File: config.mk
export PLATFORM = sky130hd
export DESIGN_NAME = printer_packet_receiver
export DESIGN_NICKNAME = d
export VERILOG_FILES = /design/src/rtl/core/ppr_pkg.sv /design/src/rtl/core/ppr_framer.sv /design/src/rtl/core/ppr_queue.sv /design/src/rtl/core/printer_packet_receiver.sv
export VERILOG_INCLUDE_DIRS = /design/src /design/src/rtl/core
export SDC_FILE = /design/constraint.sdc
export NUM_CORES = 1
export LEC_CHECK = 0
export ABC_CLOCK_PERIOD_IN_PS = 2500
export BUFFER_PORTS_ARGS = -buffer_cell sky130_fd_sc_hd__buf_4
export CELL_PAD_IN_SITES_DETAIL_PLACEMENT = 1
export CELL_PAD_IN_SITES_GLOBAL_PLACEMENT = 2
export CORE_AREA = 4 4 182 184
export CTS_CLUSTER_SIZE = 40
export DETAILED_ROUTE_END_ITERATION = 7
export DIE_AREA = 0 0 186 188
export PLACE_DENSITY = 0.62
export SYNTH_ARGS = -nofsm -noshare
export SYNTH_HDL_FRONTEND = slang
export SYNTH_HIERARCHICAL = 1
export SYNTH_SLANG_ARGS = --single-unit
export TNS_END_PERCENT = 5
File: constraint.sdc
create_clock -name clk_i -period 2.5 [get_ports clk_i]
set_input_delay 0.125 -clock clk_i [delete_from_list [all_inputs] [get_ports clk_i]]
set_output_delay 0.125 -clock clk_i [all_outputs]
set_load 0.05 [all_outputs]
File: src/rtl/core/printer_packet_receiver_defines.svh
// assertion macros used by the printer packet receiver rtl
// no dependencies; expects clk_i and rst_ni in the including module
`ifndef PRINTER_PACKET_RECEIVER_DEFINES_SVH
`define PRINTER_PACKET_RECEIVER_DEFINES_SVH

// property checked at every clock edge outside reset
`define PPR_ASSERT(lbl, prop, msg) \
  lbl: assert property (@(posedge clk_i) disable iff (!rst_ni) (prop)) else $error(msg);

// antecedent implies consequent in the next cycle
`define PPR_ASSERT_NEXT(lbl, ante, cons, msg) \
  lbl: assert property (@(posedge clk_i) disable iff (!rst_ni) (ante) |=> (cons)) \
    else $error(msg);

`endif

File: src/rtl/core/ppr_pkg.sv
// shared types, constants and helpers for the printer packet receiver
// no dependencies
package ppr_pkg;

  localparam logic [7:0] MagicFirst          = 8'h88;
  localparam logic [7:0] MagicSecond         = 8'h33;
  localparam logic [7:0] AckByte             = 8'h81;
  localparam logic [7:0] StatusChecksumError = 8'h01;

  localparam logic [7:0] CmdInit   = 8'h01;
  localparam logic [7:0] CmdPrint  = 8'h02;
  localparam logic [7:0] CmdData   = 8'h04;
  localparam logic [7:0] CmdStatus = 8'h0F;

  localparam int unsigned QueueDepthDefault = 2;

  typedef struct packed {
    logic [7:0]  command_code;
    logic        checksum_ok;
    logic        packet_done;
    logic [15:0] payload_index;
    logic        payload_valid;
    logic [7:0]  tx_byte;
  } result_t;

  localparam int unsigned ResultWidth = $bits(result_t);

  function automatic logic known_command(logic [7:0] c);
    return (c == CmdInit) || (c == CmdPrint) || (c == CmdData) || (c == CmdStatus);
  endfunction

endpackage

File: src/rtl/core/ppr_framer.sv
// front part: packet framer that steps once per accepted byte
// depends on ppr_pkg and printer_packet_receiver_defines.svh
`include "printer_packet_receiver_defines.svh"
module ppr_framer (
  input  logic              clk_i,
  input  logic              rst_ni,
  input  logic              accept_i,
  input  logic [7:0]        rx_byte_i,
  output ppr_pkg::result_t  result_o
);
  import ppr_pkg::*;

  localparam logic [3:0] PhMagic0 = 4'd0;
  localparam logic [3:0] PhMagic1 = 4'd1;
  localparam logic [3:0] PhCmd    = 4'd2;
  localparam logic [3:0] PhComp   = 4'd3;
  localparam logic [3:0] PhLen0   = 4'd4;
  localparam logic [3:0] PhLen1   = 4'd5;
  localparam logic [3:0] PhData   = 4'd6;
  localparam logic [3:0] PhSum0   = 4'd7;
  localparam logic [3:0] PhSum1   = 4'd8;
  localparam logic [3:0] PhAck0   = 4'd9;
  localparam logic [3:0] PhAck1   = 4'd10;

  logic [3:0]  phase_q, phase_d;
  logic [7:0]  magic_q, magic_d;
  logic [7:0]  cmd_q, cmd_d;
  logic [15:0] len_q, len_d;
  logic [15:0] count_q, count_d;
  logic [15:0] sum_q, sum_d;
  logic [7:0]  chk_lo_q, chk_lo_d;
  logic [7:0]  status_q, status_d;
  logic [15:0] sum_add;
  logic [15:0] count_inc;
  logic [15:0] len_full;

  assign sum_add   = sum_q + {8'h00, rx_byte_i};
  assign count_inc = count_q + 16'd1;
  assign len_full  = {rx_byte_i, len_q[7:0]};

  always_comb begin
    phase_d  = phase_q;
    magic_d  = magic_q;
    cmd_d    = cmd_q;
    len_d    = len_q;
    count_d  = count_q;
    sum_d    = sum_q;
    chk_lo_d = chk_lo_q;
    status_d = status_q;
    result_o = '0;
    case (phase_q)
      PhMagic0: begin
        magic_d = rx_byte_i;
        phase_d = PhMagic1;
      end
      PhMagic1: begin
        phase_d = (magic_q == MagicFirst && rx_byte_i == MagicSecond) ? PhCmd : PhMagic0;
      end
      PhCmd: begin
        cmd_d   = rx_byte_i;
        sum_d   = {8'h00, rx_byte_i};
        phase_d = known_command(rx_byte_i) ? PhComp : PhMagic0;
      end
      PhComp: begin
        sum_d   = sum_add;
        phase_d = PhLen0;
      end
      PhLen0: begin
        len_d   = {8'h00, rx_byte_i};
        sum_d   = sum_add;
        phase_d = PhLen1;
      end
      PhLen1: begin
        len_d   = len_full;
        sum_d   = sum_add;
        count_d = '0;
        phase_d = (len_full != 16'd0) ? PhData : PhSum0;
      end
      PhData: begin
        result_o.payload_valid = 1'b1;
        result_o.payload_index = count_q;
        sum_d   = sum_add;
        count_d = count_inc;
        if (count_inc == len_q) begin
          phase_d = PhSum0;
        end
      end
      PhSum0: begin
        chk_lo_d = rx_byte_i;
        phase_d  = PhSum1;
      end
      PhSum1: begin
        status_d = ({rx_byte_i, chk_lo_q} == sum_q) ? 8'h00 : StatusChecksumError;
        count_d  = '0;
        phase_d  = PhAck0;
      end
      PhAck0: begin
        result_o.tx_byte = AckByte;
        phase_d = PhAck1;
      end
      PhAck1: begin
        result_o.tx_byte      = status_q;
        result_o.packet_done  = 1'b1;
        result_o.checksum_ok  = ((status_q & StatusChecksumError) == 8'h00);
        result_o.command_code = cmd_q;
        phase_d = PhMagic0;
      end
      default: begin
        phase_d = PhMagic0;
      end
    endcase
  end

  always_ff @(posedge clk_i or negedge rst_ni) begin
    if (!rst_ni) begin
      phase_q  <= PhMagic0;
      magic_q  <= '0;
      cmd_q    <= '0;
      len_q    <= '0;
      count_q  <= '0;
      sum_q    <= '0;
      chk_lo_q <= '0;
      status_q <= '0;
    end else if (accept_i) begin
      phase_q  <= phase_d;
      magic_q  <= magic_d;
      cmd_q    <= cmd_d;
      len_q    <= len_d;
      count_q  <= count_d;
      sum_q    <= sum_d;
      chk_lo_q <= chk_lo_d;
      status_q <= status_d;
    end
  end

  `PPR_ASSERT(a_data_nonzero_len, (phase_q == PhData) |-> (len_q != 16'd0), "data phase with zero length")
  `PPR_ASSERT(a_data_in_range, (phase_q == PhData) |-> (count_q < len_q), "payload count past length")
  `PPR_ASSERT_NEXT(a_data_end, accept_i && phase_q == PhData && count_inc == len_q, phase_q == PhSum0, "payload end missed")
  `PPR_ASSERT_NEXT(a_ack1_restart, accept_i && phase_q == PhAck1, phase_q == PhMagic0, "framer not back at start")

endmodule

File: src/rtl/core/ppr_queue.sv
// back part: short result queue that drives the output channel
// depends on ppr_pkg
module ppr_queue #(
  parameter int unsigned Depth = ppr_pkg::QueueDepthDefault
) (
  input  logic              clk_i,
  input  logic              rst_ni,
  input  logic              push_i,
  input  ppr_pkg::result_t  push_data_i,
  output logic              has_space_o,
  output logic              pop_valid_o,
  input  logic              pop_ready_i,
  output ppr_pkg::result_t  pop_data_o
);
  import ppr_pkg::*;

  localparam int unsigned PtrW = (Depth > 1) ? $clog2(Depth) : 1;
  localparam int unsigned CntW = $clog2(Depth + 1);
  localparam logic [PtrW-1:0] LastPtr = PtrW'(Depth - 1);
  localparam logic [CntW-1:0] FullCnt = CntW'(Depth);

  result_t           mem_q [Depth];
  logic [PtrW-1:0]   wptr_q, rptr_q;
  logic [CntW-1:0]   count_q;
  logic              do_push, do_pop;

  assign has_space_o = (count_q != FullCnt);
  assign pop_valid_o = (count_q != '0);
  assign pop_data_o  = mem_q[rptr_q];
  assign do_push     = push_i && has_space_o;
  assign do_pop      = pop_valid_o && pop_ready_i;

  always_ff @(posedge clk_i) begin
    if (do_push) begin
      mem_q[wptr_q] <= push_data_i;
    end
  end

  always_ff @(posedge clk_i or negedge rst_ni) begin
    if (!rst_ni) begin
      wptr_q  <= '0;
      rptr_q  <= '0;
      count_q <= '0;
    end else begin
      if (do_push) begin
        wptr_q <= (wptr_q == LastPtr) ? '0 : wptr_q + 1'b1;
      end
      if (do_pop) begin
        rptr_q <= (rptr_q == LastPtr) ? '0 : rptr_q + 1'b1;
      end
      if (do_push && !do_pop) begin
        count_q <= count_q + 1'b1;
      end else if (do_pop && !do_push) begin
        count_q <= count_q - 1'b1;
      end
    end
  end

endmodule

File: src/rtl/core/printer_packet_receiver.sv
// top level of the printer packet receiver
// depends on ppr_pkg, ppr_framer and ppr_queue
//
// Slave side of a byte-serial printer link. Each transfer on the slave
// channel carries one host byte; each transfer on the master channel
// carries the answer for that byte: the reply byte, a payload flag with
// its index inside the packet, and on the final reply slot the packet
// end (tlast), the checksum result and the command code.
// The framer steps once per accepted byte, so one byte is taken every
// cycle while the queue has space; its result is registered in a small
// queue and shown on the master channel once older results are taken.
// The queue holds QueueDepth results; while the master side stalls the
// slave side keeps taking bytes until the queue is full, then drops
// tready until a result is taken. With the default depth of two the
// channel sustains one transfer per cycle while the master side does not stall.
// Reset clears the framer to waiting for the first magic byte and
// empties the queue.
module printer_packet_receiver #(
  parameter int unsigned QueueDepth = ppr_pkg::QueueDepthDefault
) (
  input  logic        clk_i,
  input  logic        rst_ni,
  input  logic        s_axis_tvalid_i,
  output logic        s_axis_tready_o,
  input  logic [7:0]  s_axis_tdata_i,   // rx_byte[7:0]
  output logic        m_axis_tvalid_o,
  input  logic        m_axis_tready_i,
  output logic [31:0] m_axis_tdata_o,   // tx_byte[7:0], payload_index[23:8], command_code[31:24]
  output logic [1:0]  m_axis_tuser_o,   // payload_valid[0], checksum_ok[1]
  output logic        m_axis_tlast_o    // packet_done
);
  import ppr_pkg::*;

  logic    accept;
  result_t step_res;
  result_t out_res;

  assign accept = s_axis_tvalid_i && s_axis_tready_o;

  ppr_framer u_framer (
    .clk_i     (clk_i),
    .rst_ni    (rst_ni),
    .accept_i  (accept),
    .rx_byte_i (s_axis_tdata_i),
    .result_o  (step_res)
  );

  ppr_queue #(
    .Depth (QueueDepth)
  ) u_queue (
    .clk_i       (clk_i),
    .rst_ni      (rst_ni),
    .push_i      (accept),
    .push_data_i (step_res),
    .has_space_o (s_axis_tready_o),
    .pop_valid_o (m_axis_tvalid_o),
    .pop_ready_i (m_axis_tready_i),
    .pop_data_o  (out_res)
  );

  assign m_axis_tdata_o = {out_res.command_code, out_res.payload_index, out_res.tx_byte};
  assign m_axis_tuser_o = {out_res.checksum_ok, out_res.payload_valid};
  assign m_axis_tlast_o = out_res.packet_done;

endmodule

==> metrics.yaml <==
sta:
  setup_violations: 0
  slew_headroom_pct: 60.1
  finClkSkew_ns: 0.00895
  final.min_clock_period_ns: 2.26
  worst_pin_slew_ns: 0.594
  rsz0062_at_grt: "false"
  final-hold-violation-count: 0
  whs_ns: 0.0372
  fin_setup_tns_ns: 0
  report.final.slew_viol_count: 0
  clock.fmax_mhz: 443
  final.period_utilization_pct: 90.3
global_route:
  grt_pass1_vias: 5735
  grt_pass1_wl_um: 32700
  grt_use_total_pct: 11.9
  grt_start_max_net_pins: 36
  grt_overflow: 0
  antenna_found_initial: 0
clocking:
  cts_tree: "built"
  numCtsBuffers: 17
  clock_latency_ns: 0.43
  clk_root_buffer_cell: "clkbuf_16"
  htreeDepth: 4
  clk_pin_slew_ns: 0.07
  clock_sinks: 151
  cts_max_path_buffers: 2
  cts_setup_buffers: 0
synthesis:
  yosys.area.top_type: "edfxtp_1"
  seq_area_frac_synth_pct: 52.8
  ys_warn_count: 6
  syn_area_per_cell_um2: 11.8
  synth_edf_count: 70
  synthCells: 663
  yosys.cell_types.count: 72
  synthArstFlopShare_pct: 53.6
  synth_seq_cells: 151
  ys.flop_type: "dfrtp_1"
  synthTopCellsByArea: "edfxtp_1 27%, dfrtp_1 26%, mux2_4 5.6%"
  syn-cell-area_um2: 7810
  synth_top_area_share_pct: 26.9
floorplan:
  chipHeight_um: 188
  io-pin-count: 49
  die_x_um: 186
  num_rows: 65
  start_util_pct: 24.9
  core-area_um2: 31400
  dieArea_um2: 35000
worst_setup_path:
  cp-start-kind: "register"
  end_kind: "register"
  crit_fanout: 5
  critPathSlowestCell: "dfrtp_1"
  path_cells: "nand2b_1, and2_1, o21ai_2, nor3_4, and4_1, nand4_1, o41ai_1, a21oi_1"
  worstPathRequired_ns: 2.80
  path_class: "register to register"
  max_stage_delay_ns: 0.41
  arrival_ns: 2.56
routing:
  drt-total-wl_um: 20000
  vias_per_cell: 4.60
  vias: 5215
  drtIter0Drc: 238
  drc: 0
  ant_nets: 0
  dr.pass1.iters: 4
  wl_per_cell_um: 17.6
layout:
  nNetsFinal: 741
  num-fill-cells: 3447
  drive_above_1_share_pct: 26.0
  antennaDiodeCount: 0
  area_growth_pct: 18.4
power:
  peakVddDrop_v: 0.000444
  power_per_cell_area_nw_per_um2: 989
  p_leak_nw: 3.85
  total_power_mw: 9.15
job:
  drv_cap: 0
placement:
  port_buffers: 48
  gp_congestion: 0.754
  post-dp-hpwl_um: 14000
outcome:
  outcome: "finished, final reports clean"
hold_path:
  hp-class: "primary input to register"
-- worst paths after layout --
path,startpoint,endpoint,slack [ns],cells past startpoint
worst min-delay path,s_axis_tdata_i[7],u_framer/len_q[15]$_DFFE_PN0P_,0.04,3
min in group asynchronous,rst_ni,u_framer/count_q[10]$_DFFE_PN0P_,0.24,2
worst max-delay path,u_queue/count_q[0]$_DFFE_PN0P_,u_framer/sum_q[15]$_DFFE_PN0P_,0.24,8
max in group asynchronous,rst_ni,u_framer/magic_q[1]$_DFFE_PN0P_,1.66,3
worst max register to register,u_queue/count_q[0]$_DFFE_PN0P_,u_framer/sum_q[15]$_DFFE_PN0P_,0.24,8
worst min register to register,u_framer/cmd_q[3]$_DFFE_PN0P_,u_framer/cmd_q[3]$_DFFE_PN0P_,0.47,2
-- what timing repair did --
item	4_1_cts	5_1_grt
gates resized for setup	0	1
hold endpoints to repair	32	0
endpoints found under the setup margin	0	4
hold buffers	1	0
-- cells by family after synthesis --
logic type,count (synthesis),share of synthesized area [%]
simple gates,215,15.4
flops,151,52.8
compound gates,111,8.93
mux,67,10.9
buf+inv,58,4.53
xor+xnor,49,5.49
fa+ha+maj,11,1.86
other cells,1,0.0480
-- registers in the layout, summed over array words and instances, names as in the netlist --
register	cells
u_queue/mem_q	70
u_framer/count_q	16
u_framer/len_q	16
u_framer/sum_q	16
u_framer/chk_lo_q	8
u_framer/cmd_q	8
u_framer/magic_q	8
u_framer/phase_q	4
u_queue/count_q	2
u_framer/status_q	1
u_queue/rptr_q	1
u_queue/wptr_q	1
-- metrics by stage --
step	util, %	cells	setup slack, ns	cell area, um2
global route	29.5	1133	0.00152	9260
global placement	27.5	1100	0.236	8630
finish	29.5	1133	0.242	9260
floorplan	-	668	0.00656	7840
detailed placement	27.5	1100	0.165	8630
CTS	29.5	1133	0.165	9250
-- placed cells by master (no fill, tap or decap), types with 4 or more instances in the layout --
master,netlist,final
a211oi_1,4,4
a21o_1,5,5
a21oi_1,19,19
a31oi_1,5,5
and2_1,4,4
and3_1,29,29
buf_4,9,74
clkbuf_16,0,17
conb_1,1,6
dfrtp_1,81,80
edfxtp_1,70,70
ha_1,10,10
inv_1,12,12
inv_8,0,6
mux2_2,29,29
mux2_4,29,29
mux2i_1,9,9
nand2_1,77,77
nand2b_1,6,6
nand3_1,14,14
nand4_1,10,10
nor2_1,23,22
nor2b_1,6,6
nor3_1,5,5
nor4_1,9,9
o21ai_0,45,45
o31ai_1,9,9
o41ai_1,4,4
or3_1,4,4
xnor2_1,35,35
xor2_1,14,14
-- critical path, delay by kind of cell, from the launching register on --
family | cells | cell delay, ns
compound gates | 3 | 0.61
flops | 1 | 0.41
simple gates | 5 | 1.12
-- area by class of cell --
cell class	instances	area (um2)	share of cell area, %
clock buffers	18	429	4.64
clock inverters	14	180	1.95
inverters	12	45.0	0.487
multi-input cells	459	3360	36.3
flip-flops and latches	151	4130	44.6
well taps	402	503	5.43
repair buffers	77	606	6.54
-- power by group --
part	leakage (nW)	internal, mW	switching, mW	total, mW
combinational	1.82	1.18	1.93	3.10
sequential	1.74	3.09	0.257	3.35
clock	0.301	1.53	1.18	2.70
total	3.85	5.79	3.36	9.15
-- synthesized netlist by cell type, drive strengths merged (14+ instances only) --
library cell,count
o21ai,48
xor2,14
clkbuf,23
mux2,58
nand3,16
nand2,77
buf,23
dfrtp,81
and3,32
edfxtp,70
a21oi,19
nor2,25
xnor2,35
-- per-layer routing --
layer,global-route usage (%),share of wire [%],vias up
li1,-,-,2509
met1,17.1,50,2625
met2,18.4,46,71
met3,2.48,3.4,10
met4,3.20,1.0,0
met5,0,0,-
No activity file was read; power rests on OpenSTA's default activity.
